--- src/hw/rtl/gtw_pkg.sv ---
// Shared constants, types and rounding helpers for the gimbal thrust wrench block.
`timescale 1ns / 1ps

package gtw_pkg;

    localparam int GTW_CORDIC_STAGES = 16;
    localparam int GTW_ANG_W         = 34;   // CORDIC x, y and z width, Q.30
    localparam int GTW_WIDE_W        = 72;   // working width for round and saturate

    localparam logic signed [GTW_ANG_W-1:0] GTW_K       = 34'sd652032874;
    localparam logic signed [GTW_ANG_W-1:0] GTW_PI      = 34'sd3373259426;
    localparam logic signed [GTW_ANG_W-1:0] GTW_HALF_PI = 34'sd1686629713;

    // register indexes of the configuration port
    localparam logic [1:0] GTW_REG_GIMBAL  = 2'd0;
    localparam logic [1:0] GTW_REG_MAX     = 2'd1;
    localparam logic [1:0] GTW_REG_NOZZLE  = 2'd2;

    localparam logic [31:0] GTW_ATAN [24] = '{
        32'd843314856, 32'd497837829, 32'd263043836, 32'd133525158, 32'd67021686,
        32'd33543515,  32'd16775850,  32'd8388437,   32'd4194282,   32'd2097149,
        32'd1048575,   32'd524287,    32'd262143,    32'd131071,    32'd65535,
        32'd32767,     32'd16383,     32'd8191,      32'd4095,      32'd2047,
        32'd1023,      32'd511,       32'd255,       32'd127
    };

    // item data that travels alongside the CORDIC stages
    typedef struct packed {
        logic signed [31:0] thrust;
        logic signed [32:0] arm;     // moment arm, Q16.16, exact
        logic               gimbal;
        logic               tpos;
        logic               neg;     // quadrant fold applied to the angle
    } gtw_side_t;

    function automatic logic signed [GTW_ANG_W-1:0] gtw_atan(input int idx);
        return GTW_ANG_W'($signed({1'b0, GTW_ATAN[idx]}));
    endfunction

    // add half and floor
    function automatic logic signed [GTW_WIDE_W-1:0] gtw_round(
        input logic signed [GTW_WIDE_W-1:0] v,
        input int                           sh
    );
        logic signed [GTW_WIDE_W-1:0] half;
        half = GTW_WIDE_W'(1) <<< (sh - 1);
        return (v + half) >>> sh;
    endfunction

    function automatic logic signed [31:0] gtw_sat32(input logic signed [GTW_WIDE_W-1:0] v);
        logic signed [GTW_WIDE_W-1:0] hi;
        logic signed [GTW_WIDE_W-1:0] lo;
        hi = GTW_WIDE_W'(33'sh0_7FFF_FFFF);
        lo = -hi - GTW_WIDE_W'(1);
        if (v > hi) return 32'sh7FFF_FFFF;
        else if (v < lo) return 32'sh8000_0000;
        else return v[31:0];
    endfunction

    function automatic logic signed [47:0] gtw_sat48(input logic signed [GTW_WIDE_W-1:0] v);
        logic signed [GTW_WIDE_W-1:0] hi;
        logic signed [GTW_WIDE_W-1:0] lo;
        hi = GTW_WIDE_W'(49'sh0_7FFF_FFFF_FFFF);
        lo = -hi - GTW_WIDE_W'(1);
        if (v > hi) return 48'sh7FFF_FFFF_FFFF;
        else if (v < lo) return 48'sh8000_0000_0000;
        else return v[47:0];
    endfunction

endpackage

--- src/hw/rtl/gtw_cordic.sv ---
// Pipelined rotation-mode CORDIC, one register stage per iteration.
`timescale 1ns / 1ps

module gtw_cordic #(
    parameter int STAGES = gtw_pkg::GTW_CORDIC_STAGES
) (
    input  logic                                   aclk,
    input  logic                                   en,
    input  logic signed [gtw_pkg::GTW_ANG_W-1:0]   z_in,
    output logic signed [gtw_pkg::GTW_ANG_W-1:0]   cos_out,
    output logic signed [gtw_pkg::GTW_ANG_W-1:0]   sin_out
);
    import gtw_pkg::*;

    logic signed [GTW_ANG_W-1:0] x_reg [1:STAGES];
    logic signed [GTW_ANG_W-1:0] y_reg [1:STAGES];
    logic signed [GTW_ANG_W-1:0] z_reg [1:STAGES];

    for (genvar i = 0; i < STAGES; i++) begin : g_stage
        logic signed [GTW_ANG_W-1:0] xi;
        logic signed [GTW_ANG_W-1:0] yi;
        logic signed [GTW_ANG_W-1:0] zi;
        logic signed [GTW_ANG_W-1:0] xs;
        logic signed [GTW_ANG_W-1:0] ys;
        if (i == 0) begin : g_seed
            // first iteration starts from the gain-corrected seed
            assign xi = GTW_K;
            assign yi = '0;
            assign zi = z_in;
        end else begin : g_link
            assign xi = x_reg[i];
            assign yi = y_reg[i];
            assign zi = z_reg[i];
        end
        assign xs = xi >>> i;
        assign ys = yi >>> i;
        always_ff @(posedge aclk) begin
            if (en) begin
                if (!zi[GTW_ANG_W-1]) begin
                    x_reg[i+1] <= xi - ys;
                    y_reg[i+1] <= yi + xs;
                    z_reg[i+1] <= zi - gtw_atan(i);
                end else begin
                    x_reg[i+1] <= xi + ys;
                    y_reg[i+1] <= yi - xs;
                    z_reg[i+1] <= zi + gtw_atan(i);
                end
            end
        end
    end

    assign cos_out = x_reg[STAGES];
    assign sin_out = y_reg[STAGES];

endmodule

--- config.mk ---
export PLATFORM = sky130hd
export DESIGN_NAME = gtw_cordic
export DESIGN_NICKNAME = d
export VERILOG_FILES = /design/src/hw/rtl/gtw_pkg.sv /design/src/hw/rtl/gtw_cordic.sv
export SDC_FILE = /design/constraint.sdc
export NUM_CORES = 2
export LEC_CHECK = 0
export BUFFER_PORTS_ARGS = -buffer_cell sky130_fd_sc_hd__buf_2
export CAP_MARGIN = 10
export CORE_AREA = 4 4 466 468
export DETAILED_ROUTE_END_ITERATION = 10
export DIE_AREA = 0 0 470 472
export PLACE_DENSITY = 0.78
export RECOVER_POWER = 25
export SETUP_SLACK_MARGIN = 0.02
export SYNTH_ARGS = -nofsm -noshare
export SYNTH_HDL_FRONTEND = slang
export SYNTH_SLANG_ARGS = --single-unit
--- constraint.sdc ---
create_clock -name aclk -period 5.6 [get_ports aclk]
set_input_delay 1.12 -clock aclk [delete_from_list [all_inputs] [get_ports aclk]]
set_output_delay 1.12 -clock aclk [all_outputs]
set_load 0.1 [all_outputs]
Word-level counts from Yosys, hierarchy flattened
Memories as Yosys holds them, arrays and structs flattened. Index checks and enable logic that the tools add are counted.

Register bits: 0. Latch bits: 0. Memory bits (writable): 1632. Bits in read-only memories: 0. Input port bits: 36. Output and inout port bits: 68. Memories kept: 3.

$add $sub $neg: 92. Multipliers: 0. Divide/modulo/power cells: 0. Magnitude comparators: 0. Equal/unequal tests: 0. Shift-type cells: 0. Muxes and demuxes: 144. Bitwise operators: 48. Reductions and logical operators: 0.

Memory list: x_reg (words 16, width 34, read ports 16, clocked after memory_dff 0, write ports 16, RTL line gtw_cordic.sv:15) `logic signed [GTW_ANG_W-1:0] x_reg [1:STAGES];`; y_reg (words 16, width 34, read ports 16, clocked after memory_dff 0, write ports 16, RTL line gtw_cordic.sv:16) `logic signed [GTW_ANG_W-1:0] y_reg [1:STAGES];`; z_reg (words 16, width 34, read ports 15, clocked after memory_dff 0, write ports 16, RTL line gtw_cordic.sv:17) `logic signed [GTW_ANG_W-1:0] z_reg [1:STAGES];`.

Operators by type and width (count): 34-bit 2-to-1 mux (48); 1-bit 2-to-1 mux (96); 34-bit by 19-bit adder with 34-bit output (2); 34-bit by 20-bit adder with 34-bit output (2); 34-bit by 21-bit adder with 34-bit output (2); 34-bit by 22-bit adder with 34-bit output (2); 34-bit by 23-bit adder with 34-bit output (2); 34-bit by 24-bit adder with 34-bit output (2); 34-bit by 25-bit adder with 34-bit output (2); 34-bit by 26-bit adder with 34-bit output (2); 34-bit by 27-bit adder with 34-bit output (2); 34-bit by 28-bit adder with 34-bit output (2); 34-bit by 29-bit adder with 34-bit output (2); 34-bit by 30-bit adder with 34-bit output (2); 34-bit by 31-bit adder with 34-bit output (2); 34-bit by 32-bit adder with 34-bit output (2); 34-bit by 33-bit adder with 34-bit output (2); 34-bit by 19-bit subtractor with 34-bit output (2); 34-bit by 20-bit subtractor with 34-bit output (2); 34-bit by 21-bit subtractor with 34-bit output (2); 34-bit by 22-bit subtractor with 34-bit output (2); 34-bit by 23-bit subtractor with 34-bit output (2); 34-bit by 24-bit subtractor with 34-bit output (2); 34-bit by 25-bit subtractor with 34-bit output (2); 41 further kinds (96).

Logic depth before layout (Yosys ltp)
An unclocked memory read counts as a cell.

Word-level depth: 5. Mapped depth: 23. Mapped depth without buffers: 23.

Worst setup path after synthesis
No wires, ideal clock.

Path type: input-to-reg. Start point: input port en. End point: register y_reg[0][202] (netlist name). Library setup time: 0.260 ns. Arrival: 5.550 ns. Data required time: 5.340 ns. Setup slack: -0.210 ns. Stages on the path: 20. Buffers on the path: 4. Cells stage by stage: clkbuf_1 > clkbuf_1 > nand2_1 > inv_1 > clkbuf_1 > clkbuf_1 > nor2_1 > xnor2_1 > ha_1 > nor2b_1 > o21ai_1 > a21boi_1 > o22a_2 > a2111oi_4 > nor3_2 > or4_4 > nand4_2 > a41oi_2 > a311oi_2 > xnor2_1.

RTL lines: start, declared (RTL line gtw_cordic.sv:8) `input logic en,`.

==> results list <==
* Status: finished, violations left
- Violated checks: capacitance limit, slew limit
- Buf+Inv Stages, Crit Path: 2
- The floorplan step defined a core boundary enclosing 0.2136 mm2.
- Setup violations remaining at the end of the flow were counted as 0.
- After the last flow step, the layout net total stands at 14881.
- Post-synth top flop: sky130_fd_sc_hd__edfxtp_1
- Before CTS, the worst setup slack after placement is -0.04268 ns.
- Leading post-synthesis cells by instance count: sky130_fd_sc_hd__edfxtp_1 (1472), sky130_fd_sc_hd__ha_1 (1425), sky130_fd_sc_hd__a21oi_1 (1342), sky130_fd_sc_hd__xnor2_1 (1301), sky130_fd_sc_hd__nor2_1 (972)
* Largest cells by area after synthesis: sky130_fd_sc_hd__edfxtp_1 (35%), sky130_fd_sc_hd__ha_1 (14%), sky130_fd_sc_hd__xnor2_1 (9.1%), sky130_fd_sc_hd__a21oi_1 (5.4%), sky130_fd_sc_hd__a21o_1 (4.3%)
* Min cycle time layout: 5.312 ns
- TritonCTS built the clock tree.
- Max-slew headroom: -180.4%
- The die covers 0.2218 mm2.
- In this run the worst hold path is classified as reg2reg.
- The clock drives 1472 sinks.
* Synth Net Count: 14468
- Number of top-level pins: 104
- Worst Path Arrival: 5.88 ns
- Clock skew on the completed layout was measured at 0.02452 ns.
* Synth Cell Area: 0.1251 mm2
* Post-detailed-route wirelength per cell: 20.11 um
* X dimension of the die: 470 um
- Max Slew Vio Count: 634
- The routed design has 328.9 mm of wire.
- Final cell utilization of the core: 64.04%
- CP peak stage delay: 1.02 ns
- After global routing the overflow that remains totals 0.
* Maximum Capacitance Violations: 10
- The first global-routing pass estimated 522.7 mm of wire.
- In the final timing run, aggregate negative setup slack is 0 ns.
* Number of I/O port buffers: 103
* CP top delay family: compound AO/OA/AOI/OAI gates
* Number of vias per cell: 6.155
* Clock buffers created by TritonCTS: 170
- Clk_lat worst skew: 0.82 ns
* Area share of the largest cell type after synthesis: 35.33%
- The clock passes through at most 3 buffers.
- Of all flip-flops after synthesis, the portion carrying an async set or reset was 0%.
* Share of layout cells above drive strength 1: 6.327%
* Vertical extent of the die: 472 um
- Synth Warn #: 0
* Data required time at the worst endpoint: 6.17 ns
- Sequential elements use 35.33% of the synthesized area.
* Depth of the CTS H-tree: 4
- Critical-path cell with the highest stage delay: sky130_fd_sc_hd__clkbuf_1
- Unrepaired setup endpoints after global routing: false
- Row generation in the floorplan step produced 170 rows.
- Area leader, netlist: sky130_fd_sc_hd__edfxtp_1
- Series of cell instances along the critical path: nand2_1 -> clkbuf_1 -> o21ai_0 -> xor2_1 -> ha_1 -> a21o_1 -> a21o_1 -> a21oi_1 -> nand2_1 -> a311oi_1 -> o31ai_1 -> o41ai_1 -> buf_4 -> o2111ai_1 -> a21oi_1 -> xnor2_1
* Total vias in the final route: 100652
- In this run the worst path has a maximum fanout of 19.
- The wire-length estimate of the detail-placed layout is 262.0 mm.
* FILL cells: 17369
- Crit start category: flip-flop
* Most frequent cell after synthesis: sky130_fd_sc_hd__edfxtp_1
* Setup slack on the worst flop-to-flop path: 0.29 ns
- The initial antenna violation count was 6.
- The via count of the first global-routing pass was 97566.
- The worst setup path is captured at a flip-flop.
- After clock tree synthesis, the clock-pin slew on the worst setup and hold paths is 0.06 ns.
* Root buffer cell: sky130_fd_sc_hd__clkbuf_16
* Hold Violations, Final: 0
- The register with the most flip-flops in the layout has 511 of them.
- In this run, the number of DRC markers left after iteration 0 of detailed routing was 8156.
- In the routed design, unresolved DRC markers number 0.
* Synth unique cells: 105
- Setup slack closes at 0.2880 ns.
* Share of the clock period used by the worst path after layout: 94.86%
* Antenna-violating nets left: 0
- Each instance of the synthesized netlist takes up on average 9.654 um2.
* Routability congestion estimate from global placement: 0.9712
- Worst setup path category: reg2reg
* Worst Tran Pin Value: 4.206 ns
* Number of flip-flops and latches in the synthesized netlist: 1472
- Number of enable-type register cells in the synthesized netlist: 1472
* Global router's overall resource usage: 28.82%
- Once the floorplan was initialized, standard cells occupied 58.59% of the core.
- Timing-limited maximum frequency: 0.1883 GHz
* Synthesis-to-layout area growth: 9.300%
- The first detailed-routing pass took 6 iterations.
- Hold repair after CTS inserted 0 buffers.
- Pin count of the biggest net entering global routing: 180
- After technology mapping, the gate count stands at 12961.
[routing by layer]
metal,global-route usage (%),wire length (um),vias to the layer above
li1,-,-,49108
met1,38.02,142200,47746
met2,49.04,154900,3174
met3,3.269,19020,624
met4,10.42,12730,0
met5,0,0,-
[final cells by class]
cell class / count / area, um2 / share of cell area, %
clock buffers: 203 / 4506 / 3.294
flip-flops and latches: 1472 / 44200 / 32.32
repair buffers: 426 / 3010 / 2.201
inverters: 556 / 2091 / 1.529
diodes: 2 / 5.005 / 0.003659
well taps: 2838 / 3551 / 2.596
clock inverters: 108 / 1159 / 0.8471
multi-input cells: 10748 / 78240 / 57.21
[per-stage QoR]
stage | hold slack, ns | instance area, um2 | cells
floorplan | 0.4003 | 125100 | 12961
global placement | 0.4033 | 131100 | 16040
detailed placement | 0.4099 | 131100 | 16040
CTS | 0.4146 | 136800 | 16351
global route | 0.4347 | 136800 | 16353
finish | 0.4228 | 136800 | 16353
[worst paths after layout]
kind / startpoint / end / depth (start not counted)
setup / recovery: z_reg[0][441]$_DFFE_PP_ / y_reg[0][474]$_DFFE_PP_ / 16
hold / removal: z_reg[0][69]$_DFFE_PP_ / z_reg[0][103]$_DFFE_PP_ / 0
setup reg to reg: z_reg[0][441]$_DFFE_PP_ / y_reg[0][474]$_DFFE_PP_ / 16
hold reg to reg: z_reg[0][69]$_DFFE_PP_ / z_reg[0][103]$_DFFE_PP_ / 0
[kinds of logic (layout without fill, tap and decap cells)]
logic type / Yosys count / in the layout / synth area share (%)
adder cells (fa/ha/maj): 1471 / 1471 / 14.98
AND/OR/NAND/NOR: 3288 / 3288 / 12.96
AO/OA/AOI/OAI: 4009 / 4009 / 20.48
XOR/XNOR: 1873 / 1873 / 13.12
multiplexers: 107 / 107 / 0.9079
buffers and inverters: 741 / 1293 / 2.226
flip-flops: 1472 / 1472 / 35.33
other: 0 / 2 / 0
[worst register-to-register path, cell delays in order, from the launching register on]
cell and delay [ns]:
sky130_fd_sc_hd__edfxtp_1 0.50, sky130_fd_sc_hd__nand2_1 0.37, sky130_fd_sc_hd__clkbuf_1 1.02, sky130_fd_sc_hd__o21ai_0 0.30, sky130_fd_sc_hd__xor2_1 0.24, sky130_fd_sc_hd__ha_1 0.37, sky130_fd_sc_hd__a21o_1 0.19, sky130_fd_sc_hd__a21o_1 0.20
sky130_fd_sc_hd__a21oi_1 0.28, sky130_fd_sc_hd__nand2_1 0.14, sky130_fd_sc_hd__a311oi_1 0.37, sky130_fd_sc_hd__o31ai_1 0.17, sky130_fd_sc_hd__o41ai_1 0.28, sky130_fd_sc_hd__buf_4 0.19, sky130_fd_sc_hd__o2111ai_1 0.17, sky130_fd_sc_hd__a21oi_1 0.21
sky130_fd_sc_hd__xnor2_1 0.08
[placed cells by master, fill, tap and decap left out, types with 42 or more instances in the layout]
master / count
sky130_fd_sc_hd__a21oi_1: 1342
sky130_fd_sc_hd__nor2_1: 972
sky130_fd_sc_hd__edfxtp_1: 1472
sky130_fd_sc_hd__ha_1: 1425
sky130_fd_sc_hd__clkbuf_1: 55
sky130_fd_sc_hd__buf_2: 101
sky130_fd_sc_hd__nor3_1: 271
sky130_fd_sc_hd__nor4_1: 79
sky130_fd_sc_hd__nand2_1: 662
sky130_fd_sc_hd__and3_1: 160
sky130_fd_sc_hd__a211oi_1: 87
sky130_fd_sc_hd__mux2i_1: 64
sky130_fd_sc_hd__xor2_1: 571
sky130_fd_sc_hd__o21ai_0: 669
sky130_fd_sc_hd__nor2b_1: 214
sky130_fd_sc_hd__a21boi_0: 51
sky130_fd_sc_hd__o31ai_1: 135
sky130_fd_sc_hd__or2_2: 50
sky130_fd_sc_hd__nand2b_1: 215
sky130_fd_sc_hd__buf_4: 281
sky130_fd_sc_hd__nand4_1: 92
sky130_fd_sc_hd__inv_1: 545
sky130_fd_sc_hd__mux2_2: 42
sky130_fd_sc_hd__fa_1: 46
sky130_fd_sc_hd__or3_1: 97
sky130_fd_sc_hd__o211ai_1: 44
sky130_fd_sc_hd__clkbuf_16: 176
sky130_fd_sc_hd__and2_1: 73
sky130_fd_sc_hd__o21a_1: 205
sky130_fd_sc_hd__nand3_1: 226
sky130_fd_sc_hd__a31oi_1: 108
sky130_fd_sc_hd__o41ai_1: 50
sky130_fd_sc_hd__xnor2_1: 1301
sky130_fd_sc_hd__o21bai_1: 180
sky130_fd_sc_hd__a21o_1: 710
[what timing repair did]
| item | in CTS | in global routing |
|---|---|---|
| endpoints found under the setup margin | 0 | 22 |
| gates resized for setup | 0 | 19 |
| setup buffers | 0 | 0 |
Power is left out: the tool's default activity adds up to more than one toggle a clock period on the data nets, which glitch-free logic cannot reach.
